### src/rtl/core/snpad_pkg.sv
// shared types and constants for the snes pad multi-slot poller
package snpad_pkg;

  localparam int MAX_SLOTS     = 4;
  localparam int MAX_BITS      = 16;
  localparam int SLOTS_DEF     = 4;
  localparam int BITS_DEF      = 16;
  localparam int LANE_W        = 16;
  localparam int BYTE_W        = 8;
  localparam int IDX_W         = 4;
  localparam int BUTTONS_W     = MAX_SLOTS * LANE_W;

  typedef enum logic [2:0] {
    STG_LATCH   = 3'd0,
    STG_SAMPLE0 = 3'd1,
    STG_WAIT0   = 3'd2,
    STG_UNLATCH = 3'd3,
    STG_WAIT1   = 3'd4,
    STG_CLKHI   = 3'd5,
    STG_SAMPLE  = 3'd6,
    STG_IDLE    = 3'd7
  } stage_e;

  typedef struct packed {
    logic             start_req;
    logic [MAX_SLOTS-1:0] data_lines;
  } in_item_t;

  typedef struct packed {
    logic                 latch_out;
    logic                 clock_out;
    logic                 busy_res;
    logic                 done_res;
    logic [BUTTONS_W-1:0] buttons;
  } out_item_t;

  typedef struct packed {
    logic             clear;
    logic             sample;
    logic             done;
    logic [IDX_W-1:0] idx;
  } seq_ctl_t;

  typedef struct packed {
    logic latch;
    logic clock;
    logic busy;
  } line_t;

endpackage

### src/rtl/core/snpad_seq.sv
// stage sequencer driving latch and clock and steering the lane samples
module snpad_seq #(
  parameter int BITS_PER_READ = snpad_pkg::BITS_DEF
) (
  input  logic                clk_i,
  input  logic                rst_ni,
  input  logic                advance_i,
  input  logic                start_req_i,
  output snpad_pkg::seq_ctl_t ctl_o,
  output snpad_pkg::line_t    lines_d_o
);

  localparam int IW = snpad_pkg::IDX_W;
  localparam logic [IW-1:0] LAST_IDX = IW'(BITS_PER_READ - 1);

  snpad_pkg::stage_e stage_q, stage_d;
  logic [IW-1:0]     idx_q, idx_d;
  logic              latch_q, latch_d;
  logic              clock_q, clock_d;
  logic              clear, sample, done;

  always_ff @(posedge clk_i or negedge rst_ni) begin
    if (!rst_ni) begin
      stage_q <= snpad_pkg::STG_IDLE;
      idx_q   <= '0;
      latch_q <= 1'b0;
      clock_q <= 1'b0;
    end else if (advance_i) begin
      stage_q <= stage_d;
      idx_q   <= idx_d;
      latch_q <= latch_d;
      clock_q <= clock_d;
    end
  end

  always_comb begin
    stage_d = stage_q;
    idx_d   = idx_q;
    latch_d = latch_q;
    clock_d = clock_q;
    clear   = 1'b0;
    sample  = 1'b0;
    done    = 1'b0;
    unique case (stage_q)
      snpad_pkg::STG_IDLE: begin
        if (start_req_i) begin
          clear   = 1'b1;
          idx_d   = '0;
          latch_d = 1'b1;
          clock_d = 1'b0;
          stage_d = snpad_pkg::STG_SAMPLE0;
        end
      end
      snpad_pkg::STG_LATCH: begin
        latch_d = 1'b1;
        clock_d = 1'b0;
        stage_d = snpad_pkg::STG_SAMPLE0;
      end
      snpad_pkg::STG_SAMPLE0: begin
        sample  = 1'b1;
        stage_d = snpad_pkg::STG_WAIT0;
      end
      snpad_pkg::STG_WAIT0: begin
        stage_d = snpad_pkg::STG_UNLATCH;
      end
      snpad_pkg::STG_UNLATCH: begin
        latch_d = 1'b0;
        stage_d = snpad_pkg::STG_WAIT1;
      end
      snpad_pkg::STG_WAIT1: begin
        stage_d = snpad_pkg::STG_CLKHI;
      end
      snpad_pkg::STG_CLKHI: begin
        if (idx_q == LAST_IDX) begin
          done    = 1'b1;
          stage_d = snpad_pkg::STG_IDLE;
        end else begin
          clock_d = 1'b1;
          idx_d   = idx_q + IW'(1);
          stage_d = snpad_pkg::STG_SAMPLE;
        end
      end
      snpad_pkg::STG_SAMPLE: begin
        sample  = 1'b1;
        clock_d = 1'b0;
        stage_d = snpad_pkg::STG_CLKHI;
      end
      default: begin
        stage_d = snpad_pkg::STG_IDLE;
      end
    endcase
  end

  assign ctl_o.clear  = advance_i & clear;
  assign ctl_o.sample = advance_i & sample;
  assign ctl_o.done   = advance_i & done;
  assign ctl_o.idx    = idx_q;

  assign lines_d_o.latch = latch_d;
  assign lines_d_o.clock = clock_d;
  assign lines_d_o.busy  = (stage_d != snpad_pkg::STG_IDLE);

  a_done_to_idle: assert property (@(posedge clk_i) disable iff (!rst_ni)
    ctl_o.done |=> stage_q == snpad_pkg::STG_IDLE)
    else $error("poll end did not return to idle");

  a_clock_only_in_sample: assert property (@(posedge clk_i) disable iff (!rst_ni)
    clock_q |-> stage_q == snpad_pkg::STG_SAMPLE)
    else $error("clock high outside sample stage");

  a_latch_window: assert property (@(posedge clk_i) disable iff (!rst_ni)
    latch_q |-> (stage_q == snpad_pkg::STG_SAMPLE0 || stage_q == snpad_pkg::STG_WAIT0 ||
                 stage_q == snpad_pkg::STG_UNLATCH))
    else $error("latch high outside latch window");

endmodule

### src/rtl/core/snpad_lane.sv
// one slot lane capturing the raw serial samples of its data line
module snpad_lane #(
  parameter int BITS_PER_READ = snpad_pkg::BITS_DEF
) (
  input  logic                     clk_i,
  input  snpad_pkg::seq_ctl_t      ctl_i,
  input  logic                     data_i,
  output logic [BITS_PER_READ-1:0] cap_o
);

  localparam int CIW = (BITS_PER_READ > 1) ? $clog2(BITS_PER_READ) : 1;

  logic [BITS_PER_READ-1:0] cap_q;
  logic [CIW-1:0]           pos;

  assign pos = ctl_i.idx[CIW-1:0];

  always_ff @(posedge clk_i) begin
    if (ctl_i.clear) begin
      cap_q <= '0;
    end else if (ctl_i.sample) begin
      cap_q[pos] <= cap_q[pos] | data_i;
    end
  end

  assign cap_o = cap_q;

endmodule

### src/rtl/core/snpad_merge.sv
// merge stage packing the lane captures into the button word
module snpad_merge #(
  parameter int SLOTS         = snpad_pkg::SLOTS_DEF,
  parameter int BITS_PER_READ = snpad_pkg::BITS_DEF
) (
  input  logic                                      clk_i,
  input  logic                                      rst_ni,
  input  snpad_pkg::seq_ctl_t                       ctl_i,
  input  logic [SLOTS-1:0][BITS_PER_READ-1:0]       caps_i,
  output logic [snpad_pkg::BUTTONS_W-1:0]           buttons_d_o
);

  logic [snpad_pkg::BUTTONS_W-1:0] buttons_q, packed_w;

  always_comb begin
    packed_w = '0;
    for (int s = 0; s < SLOTS; s++) begin
      for (int i = 0; i < BITS_PER_READ; i++) begin
        packed_w[snpad_pkg::LANE_W * s + snpad_pkg::BYTE_W * (i >> 3) + 7 - (i & 7)] =
          ~caps_i[s][i];
      end
    end
  end

  assign buttons_d_o = ctl_i.done ? packed_w : buttons_q;

  always_ff @(posedge clk_i or negedge rst_ni) begin
    if (!rst_ni) begin
      buttons_q <= '0;
    end else begin
      buttons_q <= buttons_d_o;
    end
  end

endmodule

### src/rtl/core/snes_pad_multi_slot_poller.sv
// top level of the snes pad multi-slot poller with output skid buffer
//
//  port group   dir  beat           handshake
//  in_*         in   in_item_t      in_valid_i / in_stall_o
//  out_*        out  out_item_t     out_valid_o / out_stall_i
//
//  one tick beat in, one result beat out; a new beat every cycle while in_stall_o is low
//  result is registered into out_q once its tick beat is taken, or into the skid entry while the output stalls
//  reset puts the sequencer idle, lines low, button word zero
//  one skid entry holds a result while the output stalls
//  in_stall_o is high only while the skid entry is full
module snes_pad_multi_slot_poller #(
  parameter int SLOTS         = snpad_pkg::SLOTS_DEF,
  parameter int BITS_PER_READ = snpad_pkg::BITS_DEF
) (
  input  logic                 clk_i,
  input  logic                 rst_ni,
  input  logic                 in_valid_i,
  output logic                 in_stall_o,
  input  snpad_pkg::in_item_t  in_data_i,
  output logic                 out_valid_o,
  input  logic                 out_stall_i,
  output snpad_pkg::out_item_t out_data_o
);

  snpad_pkg::seq_ctl_t              ctl;
  snpad_pkg::line_t                 lines_d;
  logic [SLOTS-1:0][BITS_PER_READ-1:0] caps;
  logic [snpad_pkg::BUTTONS_W-1:0]  buttons_d;
  snpad_pkg::out_item_t             res;
  snpad_pkg::out_item_t             out_q, skid_q;
  logic                             out_valid_q, skid_valid_q;
  logic                             in_fire, out_fire;

  assign in_fire  = in_valid_i & ~skid_valid_q;
  assign out_fire = out_valid_q & ~out_stall_i;

  snpad_seq #(
    .BITS_PER_READ(BITS_PER_READ)
  ) u_seq (
    .clk_i      (clk_i),
    .rst_ni     (rst_ni),
    .advance_i  (in_fire),
    .start_req_i(in_data_i.start_req),
    .ctl_o      (ctl),
    .lines_d_o  (lines_d)
  );

  for (genvar s = 0; s < SLOTS; s++) begin : g_lane
    snpad_lane #(
      .BITS_PER_READ(BITS_PER_READ)
    ) u_lane (
      .clk_i (clk_i),
      .ctl_i (ctl),
      .data_i(in_data_i.data_lines[s]),
      .cap_o (caps[s])
    );
  end

  snpad_merge #(
    .SLOTS        (SLOTS),
    .BITS_PER_READ(BITS_PER_READ)
  ) u_merge (
    .clk_i      (clk_i),
    .rst_ni     (rst_ni),
    .ctl_i      (ctl),
    .caps_i     (caps),
    .buttons_d_o(buttons_d)
  );

  assign res.latch_out = lines_d.latch;
  assign res.clock_out = lines_d.clock;
  assign res.busy_res  = lines_d.busy;
  assign res.done_res  = ctl.done;
  assign res.buttons   = buttons_d;

  always_ff @(posedge clk_i or negedge rst_ni) begin
    if (!rst_ni) begin
      out_valid_q  <= 1'b0;
      skid_valid_q <= 1'b0;
    end else if (skid_valid_q) begin
      if (out_fire) begin
        skid_valid_q <= 1'b0;
      end
    end else if (in_fire) begin
      if (out_valid_q && !out_fire) begin
        skid_valid_q <= 1'b1;
      end else begin
        out_valid_q <= 1'b1;
      end
    end else if (out_fire) begin
      out_valid_q <= 1'b0;
    end
  end

  always_ff @(posedge clk_i) begin
    if (skid_valid_q) begin
      if (out_fire) begin
        out_q <= skid_q;
      end
    end else if (in_fire) begin
      if (out_valid_q && !out_fire) begin
        skid_q <= res;
      end else begin
        out_q <= res;
      end
    end
  end

  assign in_stall_o  = skid_valid_q;
  assign out_valid_o = out_valid_q;
  assign out_data_o  = out_q;

  a_skid_behind_out: assert property (@(posedge clk_i) disable iff (!rst_ni)
    skid_valid_q |-> out_valid_q)
    else $error("skid entry full while output empty");

endmodule

### config.mk
export PLATFORM = sky130hd
export DESIGN_NAME = snes_pad_multi_slot_poller
export DESIGN_NICKNAME = d
export VERILOG_FILES = /design/src/rtl/core/snpad_pkg.sv /design/src/rtl/core/snpad_seq.sv /design/src/rtl/core/snpad_lane.sv /design/src/rtl/core/snpad_merge.sv /design/src/rtl/core/snes_pad_multi_slot_poller.sv
export SDC_FILE = /design/constraint.sdc
export NUM_CORES = 1
export LEC_CHECK = 0
export BUFFER_PORTS_ARGS = -buffer_cell sky130_fd_sc_hd__buf_2
export CAP_MARGIN = 20
export CORE_MARGIN = 3
export CORE_UTILIZATION = 40
export DETAILED_ROUTE_END_ITERATION = 6
export GPL_TIMING_DRIVEN = 0
export HOLD_SLACK_MARGIN = 0.1
export PLACE_DENSITY = 0.68
export SETUP_SLACK_MARGIN = 0.05
export SLEW_MARGIN = 20
export SYNTH_ARGS = -nofsm -noshare
export SYNTH_HDL_FRONTEND = slang
export SYNTH_SLANG_ARGS = --single-unit
export TNS_END_PERCENT = 10
### constraint.sdc
create_clock -name clk_i -period 4.59 [get_ports clk_i]
set_input_delay 0.6885 -clock clk_i [delete_from_list [all_inputs] [get_ports clk_i]]
set_output_delay 0.6885 -clock clk_i [all_outputs]
set_load 0.01 [all_outputs]
==> qor.csv <==
metric,value,unit
fmax,0.324,GHz
I/O Pins,79,
Tightest Pin Transition,0.865,ns
"Distinct cells, synth",47,
Tot GR Track Use,0.172,
met1 WL,11900,um
Max VDD drop,0.326,mV
# rows,60,
Worst Skew,0.0155,ns
clk_lat worst skew,0.53,ns
CTS tree,built,
fin crit share,0.672,
total number of vias,7070,
Placed Instances,1216,
Yosys reg bits,275,
final worst slack,1.50,ns
Mapped Area,0.0110,mm2
TritonCTS buffer count,29,
n_diodes,0,
Iteration-0 DRC Markers,556,
r2r worst-path depth,6,
DR vias/cell,5.57,
final wirelength,25300,um
CP Capture Type,flip-flop,
final-report hold violation count,0,
routed wl met3,1500,um
Pleak,5.01,nW
Final Util,0.475,
Die ar.,0.0295,mm2
final non-filler cell total,1269,
Gate Count Post-Synth,793,
Worst Setup Path Type,flip-flop to flip-flop,
clk sink count,275,
die width,172,um
total core area,0.0270,mm2
Post-DP HPWL,17300,um
Max Fanout on Critical Path,25,
"Slew Viols, Final",0,
number of port buffers,77,
outcome,completed,
highest metal used,met4,
final setup vio count,0,
Overflow after GRT,0,
area growth from synthesis to final layout,16.6,%
Root Buffer,clkbuf_16,
Hold/Removal Path Class,primary input to async pin,
Syn Nets,806,
RD Place Congestion,0.910,
initial core utilization,0.408,
share of layout cells above drive strength 1,0.252,
H-tree levels,1,
Post-synth EDFFs,136,
Final min period,3.09,ns
Worst-path clk slew,0.06,ns
crit path DAT,3.31,ns
ys flop type,edfxtp_1,
sequential fraction of the synthesis area,0.659,
"Setup Fix Bufs, Post-CTS",0,
crit start category,flip-flop,
Max transition margin,0.423,
Clock Tree Buf Depth,3,
cts hold-fix bufs,0,
Remaining DRCs,0,
Nets,919,
vias in the first global route,6911,
initial antenna violation count,0,
DR pass1 iterations,5,
largest net degree at the start of global routing,46,
routed len/inst,19.9,um
first-pass GRT wire length,40000,um
Routed Antenna Nets,0,
Post-synth ARST share,0.273,
synthesized area per cell,13.9,um2
"worst slack, placed",1.48,ns
Resized Gates After CTS,0,
P per Cell Area,582,mW/mm2
max-cap violations,0,
RSZ-0062 raised after global routing,false,
chip height,172,um
Worst EP required,4.82,ns
metal2 WL,11400,um
Ys Warns,0,
overall power,7.45,mW
[Yosys cell counts (2+ instances only)]
cell	instances	area, um2
o21ai_1	86	430
edfxtp_1	136	4080
inv_1	16	60.1
ha_1	4	50.1
mux2_1	3	33.8
nand2_1	3	11.3
clkbuf_1	42	158
o221ai_1	5	43.8
nand3_1	5	25.0
nor2_1	28	105
and3_1	5	31.3
nand4b_1	2	17.5
mux2_2	67	754
dfrtp_1	72	1800
buf_2	10	50.1
mux4_2	12	270
dfxtp_1	64	1280
nand3b_1	2	15.0
or4bb_1	2	22.5
a211oi_2	13	163
o31ai_1	64	480
a2111oi_4	4	110
dfstp_2	3	78.8
a31oi_1	2	12.5
o21ai_0	32	160
buf_1	4	15.0
nand2b_1	2	12.5
and2_1	4	25.0
o211ai_1	3	22.5
or3_1	2	12.5
mux2i_1	25	250
nor3_1	2	10.0
a21oi_1	55	275
[power breakdown]
part           total (mW)  internal (mW)  switching (mW)
combinational        2.01          0.754            1.25
sequential           3.32           3.14           0.183
clock                2.13           1.21           0.920
[cells by family (layout without fill, tap and decap cells)]
logic type | Yosys count | count (layout) | synth area share
flops | 275 | 275 | 0.659
compound gates | 268 | 268 | 0.157
mux | 107 | 107 | 0.119
buf+inv | 73 | 208 | 0.0264
simple gates | 65 | 65 | 0.0323
fa+ha+maj | 4 | 4 | 0.00455
xor+xnor | 1 | 1 | 0.000797
[critical path, stage by stage, from the launching register on]
cell	delay, ns
dfrtp_1	0.50
clkbuf_1	0.69
clkbuf_1	0.66
a21oi_1	0.21
a21oi_4	0.28
buf_16	0.21
buf_16	0.18
[path summary, 6_finish.rpt]
check | slack (ns) | from | endpoint
min | 0.12 | rst_ni | u_merge.buttons_q[55]
max reg2reg | 1.50 | in_stall_o | out_data_o[63]
min in group clk_i | 0.45 | out_stall_i | in_stall_o
max | 1.50 | in_stall_o | out_data_o[63]
min reg2reg | 0.52 | g_lane[0].u_lane.cap_o[3] | u_merge.buttons_q[4]
max in group asynchronous | 3.89 | rst_ni | u_merge.buttons_q[44]
[stage by stage]
| stage | setup TNS (ns) | hold WS [ns] | area (um2) |
|---|---|---|---|
| finish | 0 | 0.121 | 12800 |
| global route | 0 | 0.147 | 12800 |
| CTS | 0 | 0.121 | 12800 |
| detailed placement | 0 | 0.517 | 11900 |
| global placement | -41.04 | 0.506 | 11800 |
| floorplan | 0 | 0.393 | 11000 |
[layer usage]
layer  up-vias  GRT usage
li1       3283          -
met1      3504      0.257
met2       243      0.264
met3        40     0.0287
met4         0     0.0417
met5         -          0
[layout make-up]
| class | count | area (um2) |
|---|---|---|
| well taps | 341 | 427 |
| clock buffers | 41 | 801 |
| fillers | 2366 | 14100 |
| multi-input cells | 445 | 3470 |
| inverters | 16 | 60.1 |
| clock inverters | 12 | 58.8 |
| plain buffers | 57 | 230 |
| repair buffers | 82 | 518 |
| flip-flops and latches | 275 | 7250 |
[registers in the layout, indices dropped and copies added (netlist names)]
signal,flops
u_merge.buttons_q,64
out_data_o,68
in_stall_o,1
u_seq.latch_q,1
u_seq.stage_q,3
u_seq.clock_q,1
out_valid_o,1
skid_q,68
g_lane.u_lane.cap_o,64
u_seq.idx_q,4
[placed cells by master, fill, tap and decap left out, types with 3 or more instances in the layout]
| cell | count |
|---|---|
| edfxtp_1 | 136 |
| buf_2 | 86 |
| o21ai_1 | 86 |
| dfrtp_1 | 72 |
| mux2_2 | 67 |
| o31ai_1 | 64 |
| dfxtp_1 | 64 |
| a21oi_1 | 54 |
| clkbuf_1 | 51 |
| o21ai_0 | 32 |
| clkbuf_16 | 29 |
| nor2_1 | 28 |
| mux2i_1 | 25 |
| inv_1 | 16 |
| a211oi_2 | 13 |
| mux4_2 | 12 |
| nand3_1 | 5 |
| o221ai_1 | 5 |
| clkinv_1 | 5 |
| clkinv_2 | 5 |
| buf_1 | 4 |
| and3_1 | 4 |
| and2_1 | 4 |
| a2111oi_4 | 4 |
| ha_1 | 4 |
| buf_16 | 4 |
| nand2_1 | 3 |
| mux2_1 | 3 |
| o211ai_1 | 3 |
| clkbuf_8 | 3 |
| dfstp_2 | 3 |
Power figures use the tool's default switching activity.
